$ cat src/prefixed_salt_text_decoder_core_assert.svh
// Assertion macros shared by the salt text decoder modules.
// Each use expects signals named clk and rst_n in the enclosing module.
`ifndef PREFIXED_SALT_TEXT_DECODER_CORE_ASSERT_SVH
`define PREFIXED_SALT_TEXT_DECODER_CORE_ASSERT_SVH

// Same-cycle implication, disabled while reset is low.
`define PSTD_ASSERT_SAME(label, ante, cons) \
  label: assert property (@(posedge clk) disable iff (!rst_n) (ante) |-> (cons)) \
    else $error("pstd assertion failed");

// Next-cycle implication, disabled while reset is low.
`define PSTD_ASSERT_NEXT(label, ante, cons) \
  label: assert property (@(posedge clk) disable iff (!rst_n) (ante) |=> (cons)) \
    else $error("pstd assertion failed");

`endif

$ cat src/pstd_pkg.sv
// Package for the salt text decoder: modes, FSM states, control structs,
// character constants and the character decode functions. No dependencies.
package pstd_pkg;

  typedef enum logic [1:0] {
    MODE_PREFIX,
    MODE_HEX,
    MODE_B64,
    MODE_IDLE
  } mode_t;

  typedef enum logic [1:0] {
    CS_RUN,
    CS_REPLAY,
    CS_FINISH
  } ctl_state_t;

  localparam logic [1:0] ST_OK       = 2'd0;
  localparam logic [1:0] ST_BAD_CHAR = 2'd1;
  localparam logic [1:0] ST_ODD_HEX  = 2'd2;

  localparam logic [7:0] CH_PAD      = 8'h3D;  // '='
  localparam logic [3:0] BITS_RESET  = 4'b1000; // -8
  localparam logic [1:0] CAND_BOTH   = 2'b11;
  localparam int         HOLD_DEPTH  = 6;
  localparam logic [2:0] HEX_PFX_LEN = 3'd4;
  localparam logic [2:0] B64_PFX_LEN = 3'd7;

  typedef struct packed {
    logic accept;
    logic step;
    logic finish;
  } dp_cmd_t;

  typedef struct packed {
    logic need_replay;
    logic last_step;
    logic out_free;
  } dp_sts_t;

  typedef struct packed {
    mode_t       mode;
    logic [13:0] acc;
    logic [3:0]  bits;
    logic [1:0]  err;
    logic [7:0]  dat;
    logic        ok;
  } b64_res_t;

  // "hex:"
  function automatic logic [7:0] pfx_hex_char(input logic [2:0] idx);
    logic [7:0] ch;
    case (idx)
      3'd0:    ch = 8'h68;
      3'd1:    ch = 8'h65;
      3'd2:    ch = 8'h78;
      3'd3:    ch = 8'h3A;
      default: ch = 8'h00;
    endcase
    return ch;
  endfunction

  // "base64:"
  function automatic logic [7:0] pfx_b64_char(input logic [2:0] idx);
    logic [7:0] ch;
    case (idx)
      3'd0:    ch = 8'h62;
      3'd1:    ch = 8'h61;
      3'd2:    ch = 8'h73;
      3'd3:    ch = 8'h65;
      3'd4:    ch = 8'h36;
      3'd5:    ch = 8'h34;
      3'd6:    ch = 8'h3A;
      default: ch = 8'h00;
    endcase
    return ch;
  endfunction

  // {ok, index} in the standard base64 alphabet
  function automatic logic [6:0] b64_index(input logic [7:0] c);
    logic [7:0] d;
    logic [6:0] r;
    d = 8'h00;
    r = 7'h00;
    if (c >= 8'h41 && c <= 8'h5A) begin
      d = c - 8'h41;
      r = {1'b1, d[5:0]};
    end else if (c >= 8'h61 && c <= 8'h7A) begin
      d = c - 8'h61 + 8'd26;
      r = {1'b1, d[5:0]};
    end else if (c >= 8'h30 && c <= 8'h39) begin
      d = c - 8'h30 + 8'd52;
      r = {1'b1, d[5:0]};
    end else if (c == 8'h2B) begin
      r = {1'b1, 6'd62};
    end else if (c == 8'h2F) begin
      r = {1'b1, 6'd63};
    end
    return r;
  endfunction

  // {ok, nibble}
  function automatic logic [4:0] hex_digit(input logic [7:0] c);
    logic [7:0] d;
    logic [4:0] r;
    d = 8'h00;
    r = 5'h00;
    if (c >= 8'h30 && c <= 8'h39) begin
      d = c - 8'h30;
      r = {1'b1, d[3:0]};
    end else if (c >= 8'h61 && c <= 8'h66) begin
      d = c - 8'h61 + 8'd10;
      r = {1'b1, d[3:0]};
    end else if (c >= 8'h41 && c <= 8'h46) begin
      d = c - 8'h41 + 8'd10;
      r = {1'b1, d[3:0]};
    end
    return r;
  endfunction

  // One base64 character into the accumulator; bits is two's complement
  function automatic b64_res_t b64_feed(input mode_t m, input logic [13:0] acc,
                                        input logic [3:0] bits, input logic [1:0] err,
                                        input logic [7:0] c);
    b64_res_t   r;
    logic [6:0] ix;
    logic [4:0] sum;
    logic [13:0] sh;
    r.mode = m;
    r.acc  = acc;
    r.bits = bits;
    r.err  = err;
    r.dat  = 8'h00;
    r.ok   = 1'b0;
    ix  = b64_index(c);
    sum = 5'h00;
    sh  = 14'h0;
    if (m == MODE_B64) begin
      if (c == CH_PAD) begin
        r.mode = MODE_IDLE;
      end else if (!ix[6]) begin
        r.err  = ST_BAD_CHAR;
        r.mode = MODE_IDLE;
      end else begin
        r.acc = {acc[7:0], ix[5:0]};
        sum   = {bits[3], bits} + 5'd6;
        if (!sum[4]) begin
          sh     = r.acc >> sum[2:0];
          r.dat  = sh[7:0];
          r.ok   = 1'b1;
          r.bits = sum[3:0] - 4'd8;
        end else begin
          r.bits = sum[3:0];
        end
      end
    end
    return r;
  endfunction

  function automatic logic [1:0] end_status(input logic [1:0] err, input mode_t m,
                                            input logic np);
    logic [1:0] s;
    if (err != ST_OK) s = err;
    else if (m == MODE_HEX && np) s = ST_ODD_HEX;
    else s = ST_OK;
    return s;
  endfunction

endpackage

$ cat src/pstd_ctrl.sv
// Controller FSM of the salt text decoder: input handshake and sequencing
// of the prefix replay. Depends on pstd_pkg and the assertion header.
`include "prefixed_salt_text_decoder_core_assert.svh"

module pstd_ctrl (
  input  logic              clk,
  input  logic              rst_n,
  input  logic              in_valid,
  output logic              in_ready,
  input  pstd_pkg::dp_sts_t sts,
  output pstd_pkg::dp_cmd_t cmd
);
  import pstd_pkg::*;

  ctl_state_t state_r, state_nxt;

  always_ff @(posedge clk) begin
    if (!rst_n) begin
      state_r <= CS_RUN;
    end else begin
      state_r <= state_nxt;
    end
  end

  always_comb begin
    state_nxt = state_r;
    case (state_r)
      CS_RUN: begin
        if (in_valid && sts.out_free && sts.need_replay) state_nxt = CS_REPLAY;
      end
      CS_REPLAY: begin
        if (sts.out_free && sts.last_step) state_nxt = CS_FINISH;
      end
      CS_FINISH: begin
        if (sts.out_free) state_nxt = CS_RUN;
      end
      default: state_nxt = CS_RUN;
    endcase
  end

  always_comb begin
    in_ready   = 1'b0;
    cmd        = '0;
    case (state_r)
      CS_RUN: begin
        in_ready   = sts.out_free;
        cmd.accept = in_valid && sts.out_free;
      end
      CS_REPLAY: cmd.step   = sts.out_free;
      CS_FINISH: cmd.finish = sts.out_free;
      default: ;
    endcase
  end

  `PSTD_ASSERT_SAME(a_ready_only_run, state_r != CS_RUN, !in_ready)
  `PSTD_ASSERT_NEXT(a_replay_entry, cmd.accept && sts.need_replay, state_r == CS_REPLAY)
  `PSTD_ASSERT_NEXT(a_finish_returns, cmd.finish, state_r == CS_RUN)

endmodule

$ cat src/pstd_datapath.sv
// Datapath of the salt text decoder: prefix match and hold, hex and base64
// decode state, replay byte buffer, output register. Depends on pstd_pkg and the assertion header.
`include "prefixed_salt_text_decoder_core_assert.svh"

module pstd_datapath (
  input  logic              clk,
  input  logic              rst_n,
  input  logic [7:0]        in_char_code,
  input  logic              in_char_valid,
  input  logic              in_last_char,
  input  pstd_pkg::dp_cmd_t cmd,
  output pstd_pkg::dp_sts_t sts,
  output logic              out_valid,
  input  logic              out_ready,
  output logic [7:0]        out_byte,
  output logic              out_byte_valid,
  output logic              out_run_end,
  output logic              out_done_res,
  output logic [1:0]        out_status
);
  import pstd_pkg::*;

  mode_t       mode_r, mode_nxt;
  logic [2:0]  cnt_r, cnt_nxt;
  logic [1:0]  cand_r, cand_nxt;
  logic [3:0]  hn_r, hn_nxt;
  logic        np_r, np_nxt;
  logic [13:0] acc_r, acc_nxt;
  logic [3:0]  bits_r, bits_nxt;
  logic [1:0]  err_r, err_nxt;
  logic [7:0]  hold_r [HOLD_DEPTH];
  logic        hold_we;
  logic [7:0]  cur_r, cur_nxt;
  logic        fcur_r, fcur_nxt;
  logic        last_r, last_nxt;
  logic [2:0]  ri_r, ri_nxt;
  logic [7:0]  hb_r, hb_nxt;
  logic        hv_r, hv_nxt;
  logic        out_valid_r, out_valid_nxt;
  logic [7:0]  out_byte_r;
  logic        out_bv_r, out_re_r, out_done_r;
  logic [1:0]  out_st_r;

  logic        out_free;
  logic        hex_m, b64_m, hex_done, b64_done, pfx_done;
  logic [1:0]  cand;
  logic [2:0]  cnt_after;
  logic        need_replay;
  logic [7:0]  rep_char;
  mode_t       dir_mode, rep_mode;
  b64_res_t    fa, fr;
  logic [4:0]  hd;

  logic        push, push_bv, push_re, push_done, clear;
  logic [7:0]  push_dat;
  logic [1:0]  push_st;

  assign out_free = !out_valid_r || out_ready;

  // prefix candidate match against the current character
  assign hex_m    = cand_r[0] && (cnt_r < HEX_PFX_LEN) && (in_char_code == pfx_hex_char(cnt_r));
  assign b64_m    = cand_r[1] && (cnt_r < B64_PFX_LEN) && (in_char_code == pfx_b64_char(cnt_r));
  assign cand     = {b64_m, hex_m};
  assign hex_done = hex_m && (cnt_r == HEX_PFX_LEN - 3'd1);
  assign b64_done = b64_m && (cnt_r == B64_PFX_LEN - 3'd1);
  assign pfx_done = in_char_valid && (hex_done || b64_done);

  always_comb begin
    if (pfx_done) cnt_after = 3'd0;
    else if (in_char_valid && cand != 2'b00 && cnt_r < 3'(HOLD_DEPTH)) cnt_after = cnt_r + 3'd1;
    else cnt_after = cnt_r;
  end

  // replay is needed when held characters must be decoded as base64
  assign need_replay = (mode_r == MODE_PREFIX) &&
                       ((in_char_valid && cand == 2'b00 && cnt_r != 3'd0) ||
                        (in_last_char && cnt_after != 3'd0));

  assign rep_char = (ri_r < cnt_r) ? hold_r[ri_r] : cur_r;
  assign dir_mode = (mode_r == MODE_PREFIX) ? MODE_B64 : mode_r;
  assign rep_mode = (mode_r == MODE_PREFIX) ? MODE_B64 : mode_r;
  assign fa       = b64_feed(dir_mode, acc_r, bits_r, err_r, in_char_code);
  assign fr       = b64_feed(rep_mode, acc_r, bits_r, err_r, rep_char);
  assign hd       = hex_digit(in_char_code);

  assign sts.need_replay = need_replay;
  assign sts.last_step   = fcur_r ? (ri_r == cnt_r) : (ri_r == cnt_r - 3'd1);
  assign sts.out_free    = out_free;

  always_comb begin
    mode_t      w_mode;
    logic [1:0] w_err;
    logic       w_np;
    logic       bv;
    logic [7:0] bd;
    w_mode    = mode_r;
    w_err     = err_r;
    w_np      = np_r;
    bv        = 1'b0;
    bd        = 8'h00;
    mode_nxt  = mode_r;
    cnt_nxt   = cnt_r;
    cand_nxt  = cand_r;
    hn_nxt    = hn_r;
    np_nxt    = np_r;
    acc_nxt   = acc_r;
    bits_nxt  = bits_r;
    err_nxt   = err_r;
    cur_nxt   = cur_r;
    fcur_nxt  = fcur_r;
    last_nxt  = last_r;
    ri_nxt    = ri_r;
    hb_nxt    = hb_r;
    hv_nxt    = hv_r;
    hold_we   = 1'b0;
    push      = 1'b0;
    push_dat  = 8'h00;
    push_bv   = 1'b0;
    push_re   = 1'b0;
    push_done = 1'b0;
    push_st   = ST_OK;
    clear     = 1'b0;

    if (cmd.accept) begin
      cur_nxt  = in_char_code;
      fcur_nxt = in_char_valid && (cand == 2'b00);
      last_nxt = in_last_char;
      ri_nxt   = 3'd0;
      if (mode_r == MODE_PREFIX && in_char_valid && cand != 2'b00 && !pfx_done &&
          cnt_r < 3'(HOLD_DEPTH)) begin
        hold_we  = 1'b1;
        cand_nxt = cand;
      end
      if (need_replay) begin
        cnt_nxt = cnt_after;
      end else begin
        case (mode_r)
          MODE_PREFIX: begin
            if (in_char_valid) begin
              if (cand == 2'b00) begin
                // nothing held: decode this character as base64 at once
                w_mode   = fa.mode;
                acc_nxt  = fa.acc;
                bits_nxt = fa.bits;
                w_err    = fa.err;
                bv       = fa.ok;
                bd       = fa.dat;
              end else if (hex_done) begin
                w_mode  = MODE_HEX;
                cnt_nxt = 3'd0;
              end else if (b64_done) begin
                w_mode  = MODE_B64;
                cnt_nxt = 3'd0;
              end else begin
                cnt_nxt = cnt_after;
              end
            end
          end
          MODE_HEX: begin
            if (in_char_valid) begin
              if (!hd[4]) begin
                w_err  = ST_BAD_CHAR;
                w_mode = MODE_IDLE;
              end else if (np_r) begin
                bv   = 1'b1;
                bd   = {hn_r, hd[3:0]};
                w_np = 1'b0;
              end else begin
                hn_nxt = hd[3:0];
                w_np   = 1'b1;
              end
            end
          end
          MODE_B64: begin
            if (in_char_valid) begin
              w_mode   = fa.mode;
              acc_nxt  = fa.acc;
              bits_nxt = fa.bits;
              w_err    = fa.err;
              bv       = fa.ok;
              bd       = fa.dat;
            end
          end
          default: ;
        endcase
        mode_nxt = w_mode;
        err_nxt  = w_err;
        np_nxt   = w_np;
        if (in_last_char) begin
          push      = 1'b1;
          push_dat  = bd;
          push_bv   = bv;
          push_re   = 1'b1;
          push_done = 1'b1;
          push_st   = end_status(w_err, w_mode, w_np);
          clear     = 1'b1;
        end else if (bv) begin
          push     = 1'b1;
          push_dat = bd;
          push_bv  = 1'b1;
          push_re  = 1'b1;
        end
      end
    end else if (cmd.step) begin
      mode_nxt = fr.mode;
      acc_nxt  = fr.acc;
      bits_nxt = fr.bits;
      err_nxt  = fr.err;
      ri_nxt   = ri_r + 3'd1;
      if (fr.ok) begin
        // a byte already buffered is known not to be the last of the item
        if (hv_r) begin
          push     = 1'b1;
          push_dat = hb_r;
          push_bv  = 1'b1;
        end
        hb_nxt = fr.dat;
        hv_nxt = 1'b1;
      end
    end else if (cmd.finish) begin
      cnt_nxt = 3'd0;
      hv_nxt  = 1'b0;
      if (hv_r) begin
        push      = 1'b1;
        push_dat  = hb_r;
        push_bv   = 1'b1;
        push_re   = 1'b1;
        push_done = last_r;
        push_st   = last_r ? end_status(err_r, mode_r, np_r) : ST_OK;
      end else if (last_r) begin
        push      = 1'b1;
        push_re   = 1'b1;
        push_done = 1'b1;
        push_st   = end_status(err_r, mode_r, np_r);
      end
      clear = last_r;
    end

    if (clear) begin
      mode_nxt = MODE_PREFIX;
      cnt_nxt  = 3'd0;
      cand_nxt = CAND_BOTH;
      hn_nxt   = 4'h0;
      np_nxt   = 1'b0;
      acc_nxt  = 14'h0;
      bits_nxt = BITS_RESET;
      err_nxt  = ST_OK;
      hv_nxt   = 1'b0;
    end
  end

  always_comb begin
    if (push) out_valid_nxt = 1'b1;
    else if (out_ready) out_valid_nxt = 1'b0;
    else out_valid_nxt = out_valid_r;
  end

  always_ff @(posedge clk) begin
    if (!rst_n) begin
      mode_r      <= MODE_PREFIX;
      cnt_r       <= 3'd0;
      cand_r      <= CAND_BOTH;
      hn_r        <= 4'h0;
      np_r        <= 1'b0;
      acc_r       <= 14'h0;
      bits_r      <= BITS_RESET;
      err_r       <= ST_OK;
      fcur_r      <= 1'b0;
      last_r      <= 1'b0;
      ri_r        <= 3'd0;
      hv_r        <= 1'b0;
      out_valid_r <= 1'b0;
    end else begin
      mode_r      <= mode_nxt;
      cnt_r       <= cnt_nxt;
      cand_r      <= cand_nxt;
      hn_r        <= hn_nxt;
      np_r        <= np_nxt;
      acc_r       <= acc_nxt;
      bits_r      <= bits_nxt;
      err_r       <= err_nxt;
      fcur_r      <= fcur_nxt;
      last_r      <= last_nxt;
      ri_r        <= ri_nxt;
      hv_r        <= hv_nxt;
      out_valid_r <= out_valid_nxt;
    end
  end

  always_ff @(posedge clk) begin
    cur_r <= cur_nxt;
    hb_r  <= hb_nxt;
    if (hold_we) hold_r[cnt_r] <= in_char_code;
    if (push) begin
      out_byte_r <= push_dat;
      out_bv_r   <= push_bv;
      out_re_r   <= push_re;
      out_done_r <= push_done;
      out_st_r   <= push_st;
    end
  end

  assign out_valid      = out_valid_r;
  assign out_byte       = out_byte_r;
  assign out_byte_valid = out_bv_r;
  assign out_run_end    = out_re_r;
  assign out_done_res   = out_done_r;
  assign out_status     = out_st_r;

  // bits held between characters is one of -8, -6, -4, -2
  `PSTD_ASSERT_SAME(a_work_needs_room, cmd.step || cmd.finish || cmd.accept, out_free)
  `PSTD_ASSERT_SAME(a_bits_range, 1'b1, bits_r[3] && !bits_r[0])
  `PSTD_ASSERT_NEXT(a_end_clears, cmd.accept && !need_replay && in_last_char,
                    mode_r == MODE_PREFIX && cnt_r == 3'd0 && !hv_r)

endmodule

$ cat src/prefixed_salt_text_decoder_core.sv
// Top level of the salt text decoder: controller plus datapath.
// Depends on pstd_pkg, pstd_ctrl and pstd_datapath.
//
// Usage: text arrives one character per item on the in_ channel
// (in_char_code, in_char_valid, in_last_char; in_char_valid low with
// in_last_char high ends the string, empty or not). Decoded bytes leave
// on the out_ channel; out_run_end marks the last result of an input
// item, and out_done_res with out_status marks the final result of a string.
// Timing: an item that needs no replay shows its result the cycle after it
// is accepted, so one character per cycle is sustained while the receiver
// keeps up. When the prefix match fails, or the string ends during it, the
// held characters (up to six) and then the failing character are fed one
// per cycle through the base64 unit while the output register is free, and
// a finish step then closes the item: in_ready stays low until it is
// closed, and the results of such an item leave during those steps.
// Every result passes through a single output register; while it is full
// and out_ready is low, nothing advances and in_ready stays low.
// Reset (rst_n low at a clock edge) empties the output register and returns
// the decoder to prefix matching; each string's end also returns it there.
module prefixed_salt_text_decoder_core (
  input  logic       clk,
  input  logic       rst_n,
  input  logic       in_valid,
  output logic       in_ready,
  input  logic [7:0] in_char_code,
  input  logic       in_char_valid,
  input  logic       in_last_char,
  output logic       out_valid,
  input  logic       out_ready,
  output logic [7:0] out_byte,
  output logic       out_byte_valid,
  output logic       out_run_end,
  output logic       out_done_res,
  output logic [1:0] out_status
);
  import pstd_pkg::*;

  dp_cmd_t cmd;
  dp_sts_t sts;

  pstd_ctrl u_ctrl (
    .clk      (clk),
    .rst_n    (rst_n),
    .in_valid (in_valid),
    .in_ready (in_ready),
    .sts      (sts),
    .cmd      (cmd)
  );

  pstd_datapath u_dp (
    .clk            (clk),
    .rst_n          (rst_n),
    .in_char_code   (in_char_code),
    .in_char_valid  (in_char_valid),
    .in_last_char   (in_last_char),
    .cmd            (cmd),
    .sts            (sts),
    .out_valid      (out_valid),
    .out_ready      (out_ready),
    .out_byte       (out_byte),
    .out_byte_valid (out_byte_valid),
    .out_run_end    (out_run_end),
    .out_done_res   (out_done_res),
    .out_status     (out_status)
  );

endmodule

$ cat config.mk
export PLATFORM = sky130hd
export DESIGN_NAME = prefixed_salt_text_decoder_core
export DESIGN_NICKNAME = d
export VERILOG_FILES = /design/src/pstd_pkg.sv /design/src/pstd_ctrl.sv /design/src/pstd_datapath.sv /design/src/prefixed_salt_text_decoder_core.sv
export VERILOG_INCLUDE_DIRS = /design/src /design/src/src
export SDC_FILE = /design/constraint.sdc
export NUM_CORES = 1
export LEC_CHECK = 0
export ABC_CLOCK_PERIOD_IN_PS = 5400
export BUFFER_PORTS_ARGS = -buffer_cell sky130_fd_sc_hd__buf_2
export CAP_MARGIN = 20
export CORE_AREA = 8 8 158 160
export CTS_BUF_LIST = sky130_fd_sc_hd__clkbuf_16
export CTS_CLUSTER_DIAMETER = 150
export DETAILED_ROUTE_END_ITERATION = 12
export DIE_AREA = 0 0 166 168
export PLACE_DENSITY = 0.57
export SLEW_MARGIN = 20
export SYNTH_ARGS = -nofsm -noshare
export SYNTH_HDL_FRONTEND = slang
export SYNTH_SLANG_ARGS = --single-unit
$ cat constraint.sdc
create_clock -name clk -period 5.4 [get_ports clk]
set_input_delay 0.81 -clock clk [delete_from_list [all_inputs] [get_ports clk]]
set_output_delay 0.81 -clock clk [all_outputs]
set_load 0.005 [all_outputs]
==> key figures, run 1 <==
Power
  – Power Dens Cells: 275 mW/mm^2
  – Static Leakage: 3.16 nW
  – Worst vdd ir: 0.000212 V

Drt
  – Average via count per standard cell: 5.67
  – Wl on met1: 10500 um
  – Antenna viol nets, final: 0
  – Initial drt markers: 488
  – Length of the first detailed-routing pass in iterations: 5
  – Routed len/inst: 19.5 um
  – Highest metal layer with signal wires: met4
  – Wirelength, routed: 21800 um
  – Via count: 6361
  – Wire length on met3: 860 um
  – Wire length on met2: 10100 um
  – DRC errors left: 0

STA
  – Minimum clock period: 4.69 ns
  – Setup Skew: 0.0112 ns
  – Rel. slew slack: 0.378
  – Setup violation total in the final timing report: 0
  – Fmax: 213 MHz
  – Slew Viols, Final: 0
  – Sum of negative setup slack: 0 ns
  – Worst hold slack: 0.461 ns
  – Setup repair after global routing missed its margin: no
  – Period utilisation layout: 0.868
  – Final Hold Viols: 0
  – Transition at the pin with the smallest max-transition slack: 0.931 ns

Place
  – Placed inst area: 0.00824 mm^2
  – Estimated wirelength of the detail-placed design: 15600 um
  – Final weighted congestion in routability-driven placement: 0.832
  – Count of input and output buffers: 28
  – Total placed cells including tap cells: 1089

Layout
  – Ratio of cells with drive above 1 in the final layout: 0.158
  – Post-route standard cell area excluding fillers: 0.00886 mm^2
  – N_diodes: 0
  – Leading cell type in the layout, fill and taps excluded: sky130_fd_sc_hd__edfxtp_1
  – Number of cells in the finished layout apart from fillers: 1121
  – Area added between synthesis and finish: 14.2%
  – Most frequent cells in the layout: 77 x sky130_fd_sc_hd__edfxtp_1, 68 x sky130_fd_sc_hd__nand2_1, 61 x sky130_fd_sc_hd__nor2_1, 41 x sky130_fd_sc_hd__inv_1, 39 x sky130_fd_sc_hd__a21oi_1
  – Nets@finish: 875

Yosys
  – Sequential area share after synthesis: 0.394
  – Number of nets in the synthesized netlist: 844
  – Syn_area_per_cell: 9.79 um^2
  – Primary flip-flop cell chosen by synthesis mapping: sky130_fd_sc_hd__edfxtp_1
  – Share of flip-flops with an asynchronous set or reset: 0
  – Yosys warnings: 0
  – Count of state elements after synthesis: 114
  – Post-synth EDFFs: 77
  – Count of cell types in the netlist: 101
  – Number of standard cells after synthesis: 792
  – Post-synthesis instance area: 0.00776 mm^2

Setup path
  – Data arrival at the endpoint of the critical path: 4.74 ns
  – Worst R2R Setup Slack: 0.71 ns
  – Critical R2R Launch: u_dp.cnt_r[1]$_SDFFE_PP0P_
  – Startpoint type of the worst setup path: flip-flop
  – Endpoint of the most critical register-to-register path: u_dp.out_done_res$_DFFE_PP_
  – Reg2reg path depth: 15
  – Type of the worst setup path: reg -> reg
  – Critical Path End Type: flip-flop
  – CP max FO: 13
  – Required time at the endpoint of the critical path: 5.45 ns
  – Critical path launch point: u_dp.cnt_r[1]$_SDFFE_PP0P_

Worst hold path
  – Class of the worst hold path: reg -> reg
  – HP Start: u_dp.hn_r[2]$_SDFFE_PP0P_
  – Number of cells on the worst hold path: 2
  – Sink of the worst hold path: u_dp.hn_r[2]$_SDFFE_PP0P_

GRT
  – All-Layer GR Usage: 0.155
  – Wire length of the first global-routing pass: 34500 um
  – Number of antenna violations at the first check in global routing: 0
  – Grt total ovfl: 0
  – Vias in the first global route: 6127
  – Pin count of the biggest net entering global routing: 28

CTS
  – Hold buffers post-CTS: 0
  – PostCTS Resize Cnt: 0
  – Depth of the CTS H-tree: 4
  – Buffers inserted during post-CTS setup optimization: 0
  – Sinks on Clock Net: 114
  – Clk_lat worst skew: 0.42 ns
  – Library cell used as clock root buffer: sky130_fd_sc_hd__clkbuf_16
  – Buffers from clock root to sink, at most: 2
  – Clock transition time at the flip-flop clock pins of the worst setup and hold paths: 0.06 ns
  – Total clock buffers created by CTS: 17
  – CTS tree: yes

Die
  – Horizontal die dimension: 166 um
  – Die height: 168 um
  – Placeable core region: 0.0224 mm^2
  – Top Ports: 29
  – Starting Density: 0.347
  – Standard-cell row count: 55
  – Area of the die: 0.0279 mm^2

Run
  – Count of maximum capacitance violations: 0

Status
  – Outcome: completed
## kinds of logic (layout without fill, tap and decap cells)
logic type / count (synthesis) / after routing / share of synthesized area
simple gates: 269 / 269 / 0.179
xor+xnor: 18 / 18 / 0.0203
fa+ha+maj: 38 / 38 / 0.0613
buf+inv: 84 / 128 / 0.0473
flops: 114 / 114 / 0.394
mux: 42 / 42 / 0.0723
compound gates: 227 / 227 / 0.226
## stage by stage
step	setup slack, ns	total power, mW	util
floorplan	0.964	1.17	-
global placement	0.882	1.26	0.368
detailed placement	0.736	1.25	0.368
CTS	0.711	2.46	0.396
global route	0.385	2.52	0.396
finish	0.710	2.43	0.396
## metal layers
| metal | vias to the layer above | GRT usage |
|---|---|---|
| li1 | 3071 | - |
| met1 | 3107 | 0.208 |
| met2 | 157 | 0.247 |
| met3 | 26 | 0.0241 |
| met4 | 0 | 0.0585 |
| met5 | - | 0 |
## flip-flops by register name, indices dropped and copies added (netlist names), 2 cells and up, named ones only
| register | cells |
|---|---|
| u_ctrl.state_r | 2 |
| u_dp.acc_r | 8 |
| u_dp.bits_r | 3 |
| u_dp.cand_r | 2 |
| u_dp.cnt_r | 3 |
| u_dp.cur_r | 8 |
| u_dp.err_r | 2 |
| u_dp.hb_r | 8 |
| u_dp.hn_r | 4 |
| u_dp.hold_r | 48 |
| u_dp.mode_r | 2 |
| u_dp.out_byte | 8 |
| u_dp.out_status | 2 |
| u_dp.ri_r | 3 |
## where the power goes
group	internal (mW)	total, mW	switching [mW]	leakage [nW]
logic	0.102	0.291	0.190	1.83
clock network	0.739	1.19	0.453	0.302
registers	0.943	0.951	0.00793	1.02
total	1.78	2.43	0.650	3.16
## how the worst max path moves through the flow
stage / endpoint / cells past startpoint
after floorplan: u_dp.out_byte[0]$_DFFE_PP_ / 18
after detailed placement: u_dp.out_byte[3]$_DFFE_PP_ / 15
final: u_dp.out_done_res$_DFFE_PP_ / 15
after global placement: u_dp.out_byte[1]$_DFFE_PP_ / 15
after CTS: u_dp.out_status[0]$_DFFE_PP_ / 15
after global routing: u_dp.out_done_res$_DFFE_PP_ / 15
## synth_stat cells (7+ instances only)
cell type                  count  share of area
sky130_fd_sc_hd__edfxtp_1     77           0.30
sky130_fd_sc_hd__nand2_1      68          0.033
sky130_fd_sc_hd__nor2_1       61          0.030
sky130_fd_sc_hd__inv_1        41          0.020
sky130_fd_sc_hd__a21oi_1      39          0.025
sky130_fd_sc_hd__ha_1         38          0.061
sky130_fd_sc_hd__dfxtp_1      37          0.095
sky130_fd_sc_hd__o21ai_0      26          0.017
sky130_fd_sc_hd__clkbuf_1     21          0.010
sky130_fd_sc_hd__mux2i_1      20          0.026
sky130_fd_sc_hd__nor3_1       19          0.012
sky130_fd_sc_hd__a211oi_1     18          0.017
sky130_fd_sc_hd__xnor2_1      16          0.018
sky130_fd_sc_hd__nand3_1      15         0.0097
sky130_fd_sc_hd__nand2b_1     12         0.0097
sky130_fd_sc_hd__nor2b_1      12         0.0097
sky130_fd_sc_hd__nand4_1      11         0.0089
sky130_fd_sc_hd__o22ai_1      11         0.0089
sky130_fd_sc_hd__a21boi_0     10         0.0097
sky130_fd_sc_hd__a22o_1       10          0.011
sky130_fd_sc_hd__and3_1       10         0.0081
sky130_fd_sc_hd__nor4_1       10         0.0081
sky130_fd_sc_hd__and2_1        9         0.0073
sky130_fd_sc_hd__buf_2         8         0.0052
sky130_fd_sc_hd__mux2_1        8          0.012
sky130_fd_sc_hd__mux4_2        8          0.023
sky130_fd_sc_hd__a21o_1        7         0.0068
sky130_fd_sc_hd__buf_4         7         0.0068
## cell type report
cell class                      count  area [um^2]
Inverter                           45          169
Timing Repair Buffer               51          313
Tap cell                          285          357
Clock buffer                       17          425
Fill cell                        2172        13500
Sequential cell                   114         3050
Clock inverter                     15          193
Multi-Input combinational cell    594         4350
## worst max-delay path: stages, from the launching register on
cell                        delay [ns]
sky130_fd_sc_hd__dfxtp_1          0.57
sky130_fd_sc_hd__inv_1            0.24
sky130_fd_sc_hd__ha_1             0.36
sky130_fd_sc_hd__nand3b_1         0.22
sky130_fd_sc_hd__and2_4           0.30
sky130_fd_sc_hd__a31oi_2          0.44
sky130_fd_sc_hd__inv_1            0.13
sky130_fd_sc_hd__ha_1             0.28
sky130_fd_sc_hd__nor2b_1          0.16
sky130_fd_sc_hd__a2bb2oi_1        0.14
sky130_fd_sc_hd__or2_2            0.29
sky130_fd_sc_hd__a21oi_2          0.22
sky130_fd_sc_hd__o211ai_4         0.19
sky130_fd_sc_hd__nor2_2           0.15
sky130_fd_sc_hd__o21a_1           0.13
sky130_fd_sc_hd__or2_1            0.48
(Power assumes the default switching activity.)
==> inputs of run 2 (changes only) <==
--- a/config.mk
+++ b/config.mk
@@ -9,12 +9,12 @@
 export ABC_CLOCK_PERIOD_IN_PS = 5400
 export BUFFER_PORTS_ARGS = -buffer_cell sky130_fd_sc_hd__buf_2
 export CAP_MARGIN = 20
-export CORE_AREA = 8 8 158 160
+export CORE_AREA = 8 8 170 172
 export CTS_BUF_LIST = sky130_fd_sc_hd__clkbuf_16
 export CTS_CLUSTER_DIAMETER = 150
 export DETAILED_ROUTE_END_ITERATION = 12
-export DIE_AREA = 0 0 166 168
-export PLACE_DENSITY = 0.57
+export DIE_AREA = 0 0 178 180
+export PLACE_DENSITY = 0.51
 export SLEW_MARGIN = 20
 export SYNTH_ARGS = -nofsm -noshare
 export SYNTH_HDL_FRONTEND = slang
==> run 2 against run 1 <==
Effect of this change:
- sequential share of layout area fell by 0.14 points
- setup slack improved by 0.092 ns
- register-to-register slack improved by 0.09 ns
- hold slack improved by 0.0028 ns
- critical path depth fell by 1
- sequential power barely moved
- maximum frequency rose by 2.0%
- clock-buffer cell count rose by 2
- critical path type unchanged
- critical endpoint is now u_dp.out_status[0]$_DFFE_PP_
- highest routed layer unchanged
==> key figures, run 2 (same netlist as run 1, synthesis figures left out) <==
Die
  – Starting Density: 0.294 (-0.0525)
  – Placeable core region: 0.0264 mm^2 (+18%)
  – Area of the die: 0.0320 mm^2 (+15%)
  – Standard-cell row count: 60 (+9.1%)
  – Top Ports: 29 (unchanged)
  – Die height: 180 um (+7.1%)
  – Horizontal die dimension: 178 um (+7.2%)

Layout
  – Register with the highest flop count: u_dp.hold_r
  – Register area: 0.00305 mm^2 (unchanged)
  – Number of flip-flops under the largest register name: 48 (unchanged)
  – Number of filler cells placed in the layout: 2676 (+23%)
  – Utilization after layout: 0.338 (-0.0585)
  – Most frequent cells in the layout: 77 x sky130_fd_sc_hd__edfxtp_1, 68 x sky130_fd_sc_hd__nand2_1, 61 x sky130_fd_sc_hd__nor2_1, 44 x sky130_fd_sc_hd__inv_1, 39 x sky130_fd_sc_hd__a21oi_1
  – Area taken by multi-input logic gates: 0.00435 mm^2 (unchanged)
  – Post-route standard cell area excluding fillers: 0.00889 mm^2 (+0.41%)
  – N_diodes: 0 (unchanged)
  – Number of cells in the finished layout apart from fillers: 1180 (+5.3%)
  – Area added between synthesis and finish: 14.6%
  – Nets@finish: 878 (+0.34%)
  – Ratio of cells with drive above 1 in the final layout: 0.157 (-0.000565)
  – Leading cell type in the layout, fill and taps excluded: sky130_fd_sc_hd__edfxtp_1

Status
  – Outcome: completed

Drt
  – Antenna viol nets, final: 0 (unchanged)
  – Length of the first detailed-routing pass in iterations: 7 (+2)
  – Average via count per standard cell: 5.40 (-4.9%)
  – Routed len/inst: 19.2 um (-1.4%)
  – Initial drt markers: 484 (-0.82%)
  – DRC errors left: 0 (unchanged)
  – Via count: 6367 (+0.094%)
  – Wirelength, routed: 22700 um (+3.8%)

STA
  – Fmax: 218 MHz (+2.0%)
  – Final Hold Viols: 0 (unchanged)
  – Period utilisation layout: 0.851 (-0.0171)
  – Minimum clock period: 4.60 ns (-0.0924 ns)
  – Setup violation total in the final timing report: 0 (unchanged)
  – Transition at the pin with the smallest max-transition slack: 0.946 ns (+0.0147 ns)
  – Rel. slew slack: 0.367 (-0.0108)
  – Setup repair after global routing missed its margin: no
  – Sum of negative setup slack: 0 ns (unchanged)
  – Setup Skew: 0.0126 ns (+0.00137 ns)
  – Slew Viols, Final: 0 (unchanged)

Power
  – P_sw: 0.640 mW (-1.5%)
  – Cell-internal power: 1.68 mW (-5.6%)
  – Static Leakage: 3.15 nW (-0.11%)
  – Power Dens Cells: 261 mW/mm^2 (-4.9%)
  – Switching portion of total power: 0.276 (+0.00834)
  – Worst vdd ir: 0.000147 V (-31%)
  – Part of the total power dissipated in the clock network: 0.462 (-0.028)
  – Reg power frac: 0.409 (+0.018)
  – Design Power: 2.32 mW (-4.5%)
  – Combinational Power Share: 0.129 (+0.009)

CTS
  – Clk_lat worst skew: 0.43 ns (about the same)
  – Library cell used as clock root buffer: sky130_fd_sc_hd__clkbuf_16
  – Hold buffers post-CTS: 0 (unchanged)
  – Sinks on Clock Net: 114 (unchanged)
  – Total clock buffers created by CTS: 17 (unchanged)
  – Clock transition time at the flip-flop clock pins of the worst setup and hold paths: 0.06 ns (about the same)
  – Buffers from clock root to sink, at most: 2 (unchanged)
  – Depth of the CTS H-tree: 4 (unchanged)
  – PostCTS Resize Cnt: 0 (unchanged)
  – Buffers inserted during post-CTS setup optimization: 0 (unchanged)
  – CTS tree: yes

Run
  – Count of maximum capacitance violations: 0 (unchanged)

GRT
  – All-Layer GR Usage: 0.144 (-0.0108)
  – Wire length of the first global-routing pass: 36400 um (+5.6%)
  – Number of antenna violations at the first check in global routing: 0 (unchanged)
  – Pin count of the biggest net entering global routing: 27 (-3.6%)
  – Grt total ovfl: 0 (unchanged)
  – Vias in the first global route: 6168 (+0.67%)

Worst hold path
  – Number of cells on the worst hold path: 2 (unchanged)
  – HP Start: u_dp.acc_r[7]$_SDFFE_PP0P_
  – Sink of the worst hold path: u_dp.acc_r[7]$_SDFFE_PP0P_
  – Class of the worst hold path: reg -> reg

Setup path
  – Type of the worst setup path: reg -> reg
  – Critical Path End Type: flip-flop
  – Data arrival at the endpoint of the critical path: 4.69 ns (-0.05 ns)
  – CP max FO: 13 (unchanged)
  – Worst R2R Setup Slack: 0.80 ns (+0.09 ns)
  – Critical R2R Launch: u_dp.cnt_r[1]$_SDFFE_PP0P_
  – Startpoint type of the worst setup path: flip-flop
  – Required time at the endpoint of the critical path: 5.49 ns (+0.04 ns)
  – Reg2reg path depth: 14 (-1)
  – Endpoint of the most critical register-to-register path: u_dp.out_status[0]$_DFFE_PP_

Place
  – Count of input and output buffers: 28 (unchanged)
  – Total placed cells including tap cells: 1148 (+5.4%)
  – Final weighted congestion in routability-driven placement: 0.824 (-0.93%)
  – Placed inst area: 0.00833 mm^2 (+1.1%)
  – Estimated wirelength of the detail-placed design: 16400 um (+4.9%)
run 2: final cells by class:
type,instances,share of cell area
clock buffer,19,0.0535
sequential,114,0.343
tap,341,0.0480
inverter,45,0.0190
multi-input combinational,594,0.489
timing repair buffer,54,0.0377
clock inverter,13,0.00971
run 2: worst max path at each step:
stage / start / slack (ns) / to / depth (start not counted)
6_report: u_dp.cnt_r[1]$_SDFFE_PP0P_ / 0.80 / u_dp.out_status[0]$_DFFE_PP_ / 14
5_1_grt: u_dp.cnt_r[1]$_SDFFE_PP0P_ / 0.32 / u_dp.out_done_res$_DFFE_PP_ / 14
4_1_cts: u_dp.cnt_r[1]$_SDFFE_PP0P_ / 0.79 / u_dp.out_status[0]$_DFFE_PP_ / 14
3_5_place_dp: u_dp.cnt_r[1]$_SDFFE_PP0P_ / 0.80 / u_dp.out_byte[1]$_DFFE_PP_ / 14
3_3_place_gp: u_dp.cnt_r[1]$_SDFFE_PP0P_ / 0.91 / u_dp.out_byte[1]$_DFFE_PP_ / 14
2_1_floorplan: u_dp.cnt_r[1]$_SDFFE_PP0P_ / 0.96 / u_dp.out_byte[0]$_DFFE_PP_ / 18
run 2: power by group through the flow:
stage / sequential, mW / clock, mW / combinational [mW]
after floorplan: 0.967 / 0 / 0.198
after global placement: 0.969 / 0 / 0.296
after detailed placement: 0.969 / 0 / 0.294
after CTS: 0.951 / 1.09 / 0.296
after global routing: 0.951 / 1.13 / 0.327
final: 0.951 / 1.07 / 0.299
run 2: metal layers:
| metal | track usage | share of wire |
|---|---|---|
| met4 | 0.0397 | 0.013 |
| met3 | 0.0249 | 0.041 |
| met5 | 0 | 0 |
| met2 | 0.222 | 0.46 |
| met1 | 0.203 | 0.49 |
run 2: critical path, stage by stage (launching register included):
cell and delay [ns]:
sky130_fd_sc_hd__dfxtp_1 0.57, sky130_fd_sc_hd__inv_1 0.25, sky130_fd_sc_hd__ha_1 0.24, sky130_fd_sc_hd__a21oi_1 0.40
sky130_fd_sc_hd__and2_4 0.38, sky130_fd_sc_hd__a31oi_2 0.20, sky130_fd_sc_hd__inv_1 0.28, sky130_fd_sc_hd__ha_1 0.35
sky130_fd_sc_hd__nand2_1 0.08, sky130_fd_sc_hd__a211oi_1 0.19, sky130_fd_sc_hd__nand4_1 0.32, sky130_fd_sc_hd__o211ai_4 0.30
sky130_fd_sc_hd__nor2_2 0.07, sky130_fd_sc_hd__o21a_1 0.18, sky130_fd_sc_hd__or2_1 0.44
run 2: through the flow:
stage	setup WS, ns	hold slack, ns
floorplan	0.964	0.429
global placement	0.905	0.442
detailed placement	0.805	0.456
CTS	0.791	0.464
global route	0.320	0.497
finish	0.803	0.464
==> inputs of run 3 (changes only) <==
--- a/config.mk
+++ b/config.mk
@@ -6,6 +6,7 @@
 export SDC_FILE = /design/constraint.sdc
 export NUM_CORES = 1
 export LEC_CHECK = 0
+export ABC_AREA = 1
 export ABC_CLOCK_PERIOD_IN_PS = 5400
 export BUFFER_PORTS_ARGS = -buffer_cell sky130_fd_sc_hd__buf_2
 export CAP_MARGIN = 20
==> constraint.sdc (replaced) <==
create_clock -name clk -period 5.4 [get_ports clk]
set_input_delay 1.62 -clock clk [delete_from_list [all_inputs] [get_ports clk]]
set_output_delay 1.62 -clock clk [all_outputs]
set_load 0.02 [all_outputs]
==> run 3 against run 2 <==
Effect of this change:
- clock power rose by 6%
- highest routed layer unchanged
- maximum frequency rose by 2.1%
- utilization fell by 0.21 points
- critical path type unchanged
- power rose by 100%
- via count rose by 11%
- non-clock buffer count fell by 9
- cell area fell by 0.63%
- sequential cell count did not move
==> key figures, run 3 <==
Status
  – Outcome: completed

Layout
  – Register with the highest flop count: u_dp.hold_r
  – Ratio of cells with drive above 1 in the final layout: 0.104 (-0.0536)
  – Post-route standard cell area excluding fillers: 0.00884 mm^2 (-0.63%)
  – Utilization after layout: 0.335 (-0.00214)
  – Leading cell type in the layout, fill and taps excluded: sky130_fd_sc_hd__nand2_1
  – Register area: 0.00305 mm^2 (unchanged)
  – Nets@finish: 1138 (+30%)
  – Area added between synthesis and finish: 14.5%
  – Most frequent cells in the layout: 283 x sky130_fd_sc_hd__nand2_1, 115 x sky130_fd_sc_hd__nor2_1, 114 x sky130_fd_sc_hd__inv_1, 77 x sky130_fd_sc_hd__edfxtp_1, 73 x sky130_fd_sc_hd__nand3_1
  – Number of cells in the finished layout apart from fillers: 1440 (+22%)
  – Area taken by multi-input logic gates: 0.00405 mm^2 (-6.9%)
  – Number of filler cells placed in the layout: 2804 (+4.8%)
  – Number of flip-flops under the largest register name: 48 (unchanged)
  – N_diodes: 0 (unchanged)

Yosys
  – Yosys warnings: 0 (unchanged)
  – Number of nets in the synthesized netlist: 1103 (+31%)
  – Share of flip-flops with an asynchronous set or reset: 0 (unchanged)
  – Count leader, synth: sky130_fd_sc_hd__nand2_1
  – Fraction of synthesized cell area taken by the top area cell type: 0.300 (+0.00159)
  – Yosys top cell by area: sky130_fd_sc_hd__edfxtp_1
  – Post-synthesis instance area: 0.00772 mm^2 (-0.53%)
  – Number of standard cells after synthesis: 1051 (+33%)
  – Sequential area share after synthesis: 0.396 (+0.00211)
  – Syn_area_per_cell: 7.34 um^2 (-25%)
  – Count of cell types in the netlist: 43 (-57%)
  – Most used standard cells in the synthesized netlist: 283 x sky130_fd_sc_hd__nand2_1, 115 x sky130_fd_sc_hd__nor2_1, 114 x sky130_fd_sc_hd__inv_1
  – Primary flip-flop cell chosen by synthesis mapping: sky130_fd_sc_hd__edfxtp_1
  – Count of state elements after synthesis: 114 (unchanged)
  – Post-synth EDFFs: 77 (unchanged)
  – Largest cells by area after synthesis: sky130_fd_sc_hd__edfxtp_1 30%, sky130_fd_sc_hd__nand2_1 14%, sky130_fd_sc_hd__dfxtp_1 9.6%, sky130_fd_sc_hd__ha_1 6.2%, sky130_fd_sc_hd__nor2_1 5.6%

CTS
  – PostCTS Resize Cnt: 0 (unchanged)
  – Hold buffers post-CTS: 0 (unchanged)
  – Buffers from clock root to sink, at most: 2 (unchanged)
  – Total clock buffers created by CTS: 17 (unchanged)
  – Clock transition time at the flip-flop clock pins of the worst setup and hold paths: 0.06 ns (about the same)
  – Sinks on Clock Net: 114 (unchanged)
  – Depth of the CTS H-tree: 4 (unchanged)
  – CTS tree: yes
  – Library cell used as clock root buffer: sky130_fd_sc_hd__clkbuf_16
  – Clk_lat worst skew: 0.43 ns (about the same)
  – Buffers inserted during post-CTS setup optimization: 0 (unchanged)

Place
  – Total placed cells including tap cells: 1408 (+23%)
  – Final weighted congestion in routability-driven placement: 0.891 (+8.1%)
  – Placed inst area: 0.00825 mm^2 (-0.96%)
  – Estimated wirelength of the detail-placed design: 16600 um (+1.5%)
  – Count of input and output buffers: 28 (unchanged)

STA
  – Setup violation total in the final timing report: 0 (unchanged)
  – Transition at the pin with the smallest max-transition slack: 0.774 ns (-0.171 ns)
  – Setup Skew: 0.0149 ns (+0.00234 ns)
  – Rel. slew slack: 0.479 (+0.112)
  – Setup repair after global routing missed its margin: no
  – Sum of negative setup slack: 0 ns (unchanged)
  – Period utilisation layout: 0.834 (-0.0171)
  – Final Hold Viols: 0 (unchanged)
  – Fmax: 222 MHz (+2.1%)
  – Slew Viols, Final: 0 (unchanged)
  – Minimum clock period: 4.50 ns (-0.0925 ns)

Setup path
  – Worst R2R Setup Slack: 0.90 ns (+0.09 ns)
  – Critical Path End Type: flip-flop
  – Type of the worst setup path: reg -> reg
  – Required time at the endpoint of the critical path: 5.45 ns (-0.04 ns)
  – Data arrival at the endpoint of the critical path: 4.55 ns (-0.14 ns)
  – Critical R2R Launch: u_dp.cnt_r[2]$_SDFFE_PP0P_
  – CP max FO: 13 (unchanged)
  – Startpoint type of the worst setup path: flip-flop
  – Endpoint of the most critical register-to-register path: u_dp.out_byte[1]$_DFFE_PP_
  – Reg2reg path depth: 22 (+8)

Power
  – Design Power: 4.69 mW (+100%)
  – Worst vdd ir: 0.000202 V (+38%)
  – Power Dens Cells: 531 mW/mm^2 (+100%)
  – Static Leakage: 3.85 nW (+22%)

Die
  – Area of the die: 0.0320 mm^2 (unchanged)
  – Die height: 180 um (unchanged)
  – Horizontal die dimension: 178 um (unchanged)
  – Top Ports: 29 (unchanged)
  – Placeable core region: 0.0264 mm^2 (unchanged)
  – Starting Density: 0.293 (-0.00157)
  – Standard-cell row count: 60 (unchanged)

Drt
  – Length of the first detailed-routing pass in iterations: 5 (-2)
  – DRC errors left: 0 (unchanged)
  – Wirelength, routed: 22400 um (-1.2%)
  – Initial drt markers: 579 (+20%)
  – Antenna viol nets, final: 0 (unchanged)
  – Routed len/inst: 15.5 um (-19%)
  – Via count: 7063 (+11%)
  – Average via count per standard cell: 4.90 (-9.1%)

Worst hold path
  – Number of cells on the worst hold path: 2 (unchanged)
  – HP Start: u_dp.hn_r[2]$_SDFFE_PP0P_
  – Class of the worst hold path: reg -> reg
  – Sink of the worst hold path: u_dp.hn_r[2]$_SDFFE_PP0P_

GRT
  – Wire length of the first global-routing pass: 36300 um (-0.28%)
  – Grt total ovfl: 0 (unchanged)
  – Number of antenna violations at the first check in global routing: 0 (unchanged)
  – Vias in the first global route: 6808 (+10%)
  – All-Layer GR Usage: 0.141 (-0.00267)
  – Pin count of the biggest net entering global routing: 28 (+3.7%)

Run
  – Count of maximum capacitance violations: 0 (unchanged)
-- run 3: layout make-up --
| cell class | instances | area share |
|---|---|---|
| flip-flops and latches | 114 | 0.345 |
| well taps | 341 | 0.0483 |
| clock inverters | 15 | 0.0181 |
| inverters | 122 | 0.0518 |
| multi-input cells | 786 | 0.458 |
| clock buffers | 17 | 0.0481 |
| repair buffers | 45 | 0.0303 |
-- run 3: worst max path at each step --
stage | startpoint | end | slack (ns) | depth (start not counted)
4_1_cts | u_dp.cnt_r[2]$_SDFFE_PP0P_ | u_dp.out_byte[1]$_DFFE_PP_ | 0.89 | 22
3_5_place_dp | in_char_code[4] | u_dp.hold_r[4][6]$_DFFE_PP_ | 0.60 | 11
3_3_place_gp | in_char_code[4] | u_dp.hold_r[4][6]$_DFFE_PP_ | 0.63 | 11
2_1_floorplan | out_ready | u_dp.hold_r[0][0]$_DFFE_PP_ | 1.20 | 7
6_report | u_dp.cnt_r[2]$_SDFFE_PP0P_ | u_dp.out_byte[1]$_DFFE_PP_ | 0.90 | 22
5_1_grt | u_dp.cnt_r[2]$_SDFFE_PP0P_ | u_dp.out_byte[1]$_DFFE_PP_ | 0.45 | 22
-- run 3: per-layer routing --
| metal | part of all wire | global-route usage | vias up |
|---|---|---|---|
| met4 | 0.015 | 0.0474 | 0 |
| met3 | 0.042 | 0.0191 | 22 |
| met2 | 0.45 | 0.225 | 182 |
| met1 | 0.49 | 0.193 | 3280 |
| li1 | - | - | 3579 |
| met5 | 0 | 0 | - |
-- run 3: cells by family (layout without fill, tap and decap cells) --
| kind of cell | count (synthesis) | after routing | synth area share |
|---|---|---|---|
| AND/OR/NAND/NOR | 547 | 547 | 0.309 |
| buffers and inverters | 151 | 199 | 0.0799 |
| adder cells (fa/ha/maj) | 38 | 38 | 0.0616 |
| AO/OA/AOI/OAI | 181 | 181 | 0.132 |
| flip-flops | 114 | 114 | 0.396 |
| XOR/XNOR | 20 | 20 | 0.0227 |
-- run 3: stage by stage --
step,setup WS [ns],hold WS (ns)
floorplan,1.20,0.436
global placement,0.635,0.458
detailed placement,0.604,0.463
CTS,0.894,0.473
global route,0.452,0.490
finish,0.895,0.468
-- run 3: power by group --
part	total [mW]	internal (mW)	switching [mW]
clock	1.13	0.655	0.478
sequential	1.14	1.05	0.0869
combinational	2.42	0.728	1.69
-- run 3: critical path, cell delays in order (launching register included) --
cell,delay [ns]
sky130_fd_sc_hd__dfxtp_1,0.61
sky130_fd_sc_hd__inv_2,0.17
sky130_fd_sc_hd__ha_1,0.33
sky130_fd_sc_hd__nand2_1,0.06
sky130_fd_sc_hd__nor2_1,0.08
sky130_fd_sc_hd__nor2_1,0.05
sky130_fd_sc_hd__nand2_2,0.19
sky130_fd_sc_hd__inv_1,0.18
sky130_fd_sc_hd__or2_2,0.32
sky130_fd_sc_hd__nand2_1,0.21
sky130_fd_sc_hd__inv_1,0.17
sky130_fd_sc_hd__ha_1,0.26
sky130_fd_sc_hd__inv_1,0.08
sky130_fd_sc_hd__nand2_1,0.07
sky130_fd_sc_hd__nand3_1,0.08
sky130_fd_sc_hd__nand2_1,0.05
sky130_fd_sc_hd__nand2_1,0.22
sky130_fd_sc_hd__nand2_1,0.11
sky130_fd_sc_hd__nand3_2,0.15
sky130_fd_sc_hd__nand4_1,0.10
sky130_fd_sc_hd__nand2_1,0.09
sky130_fd_sc_hd__inv_1,0.05
sky130_fd_sc_hd__nand2_1,0.46
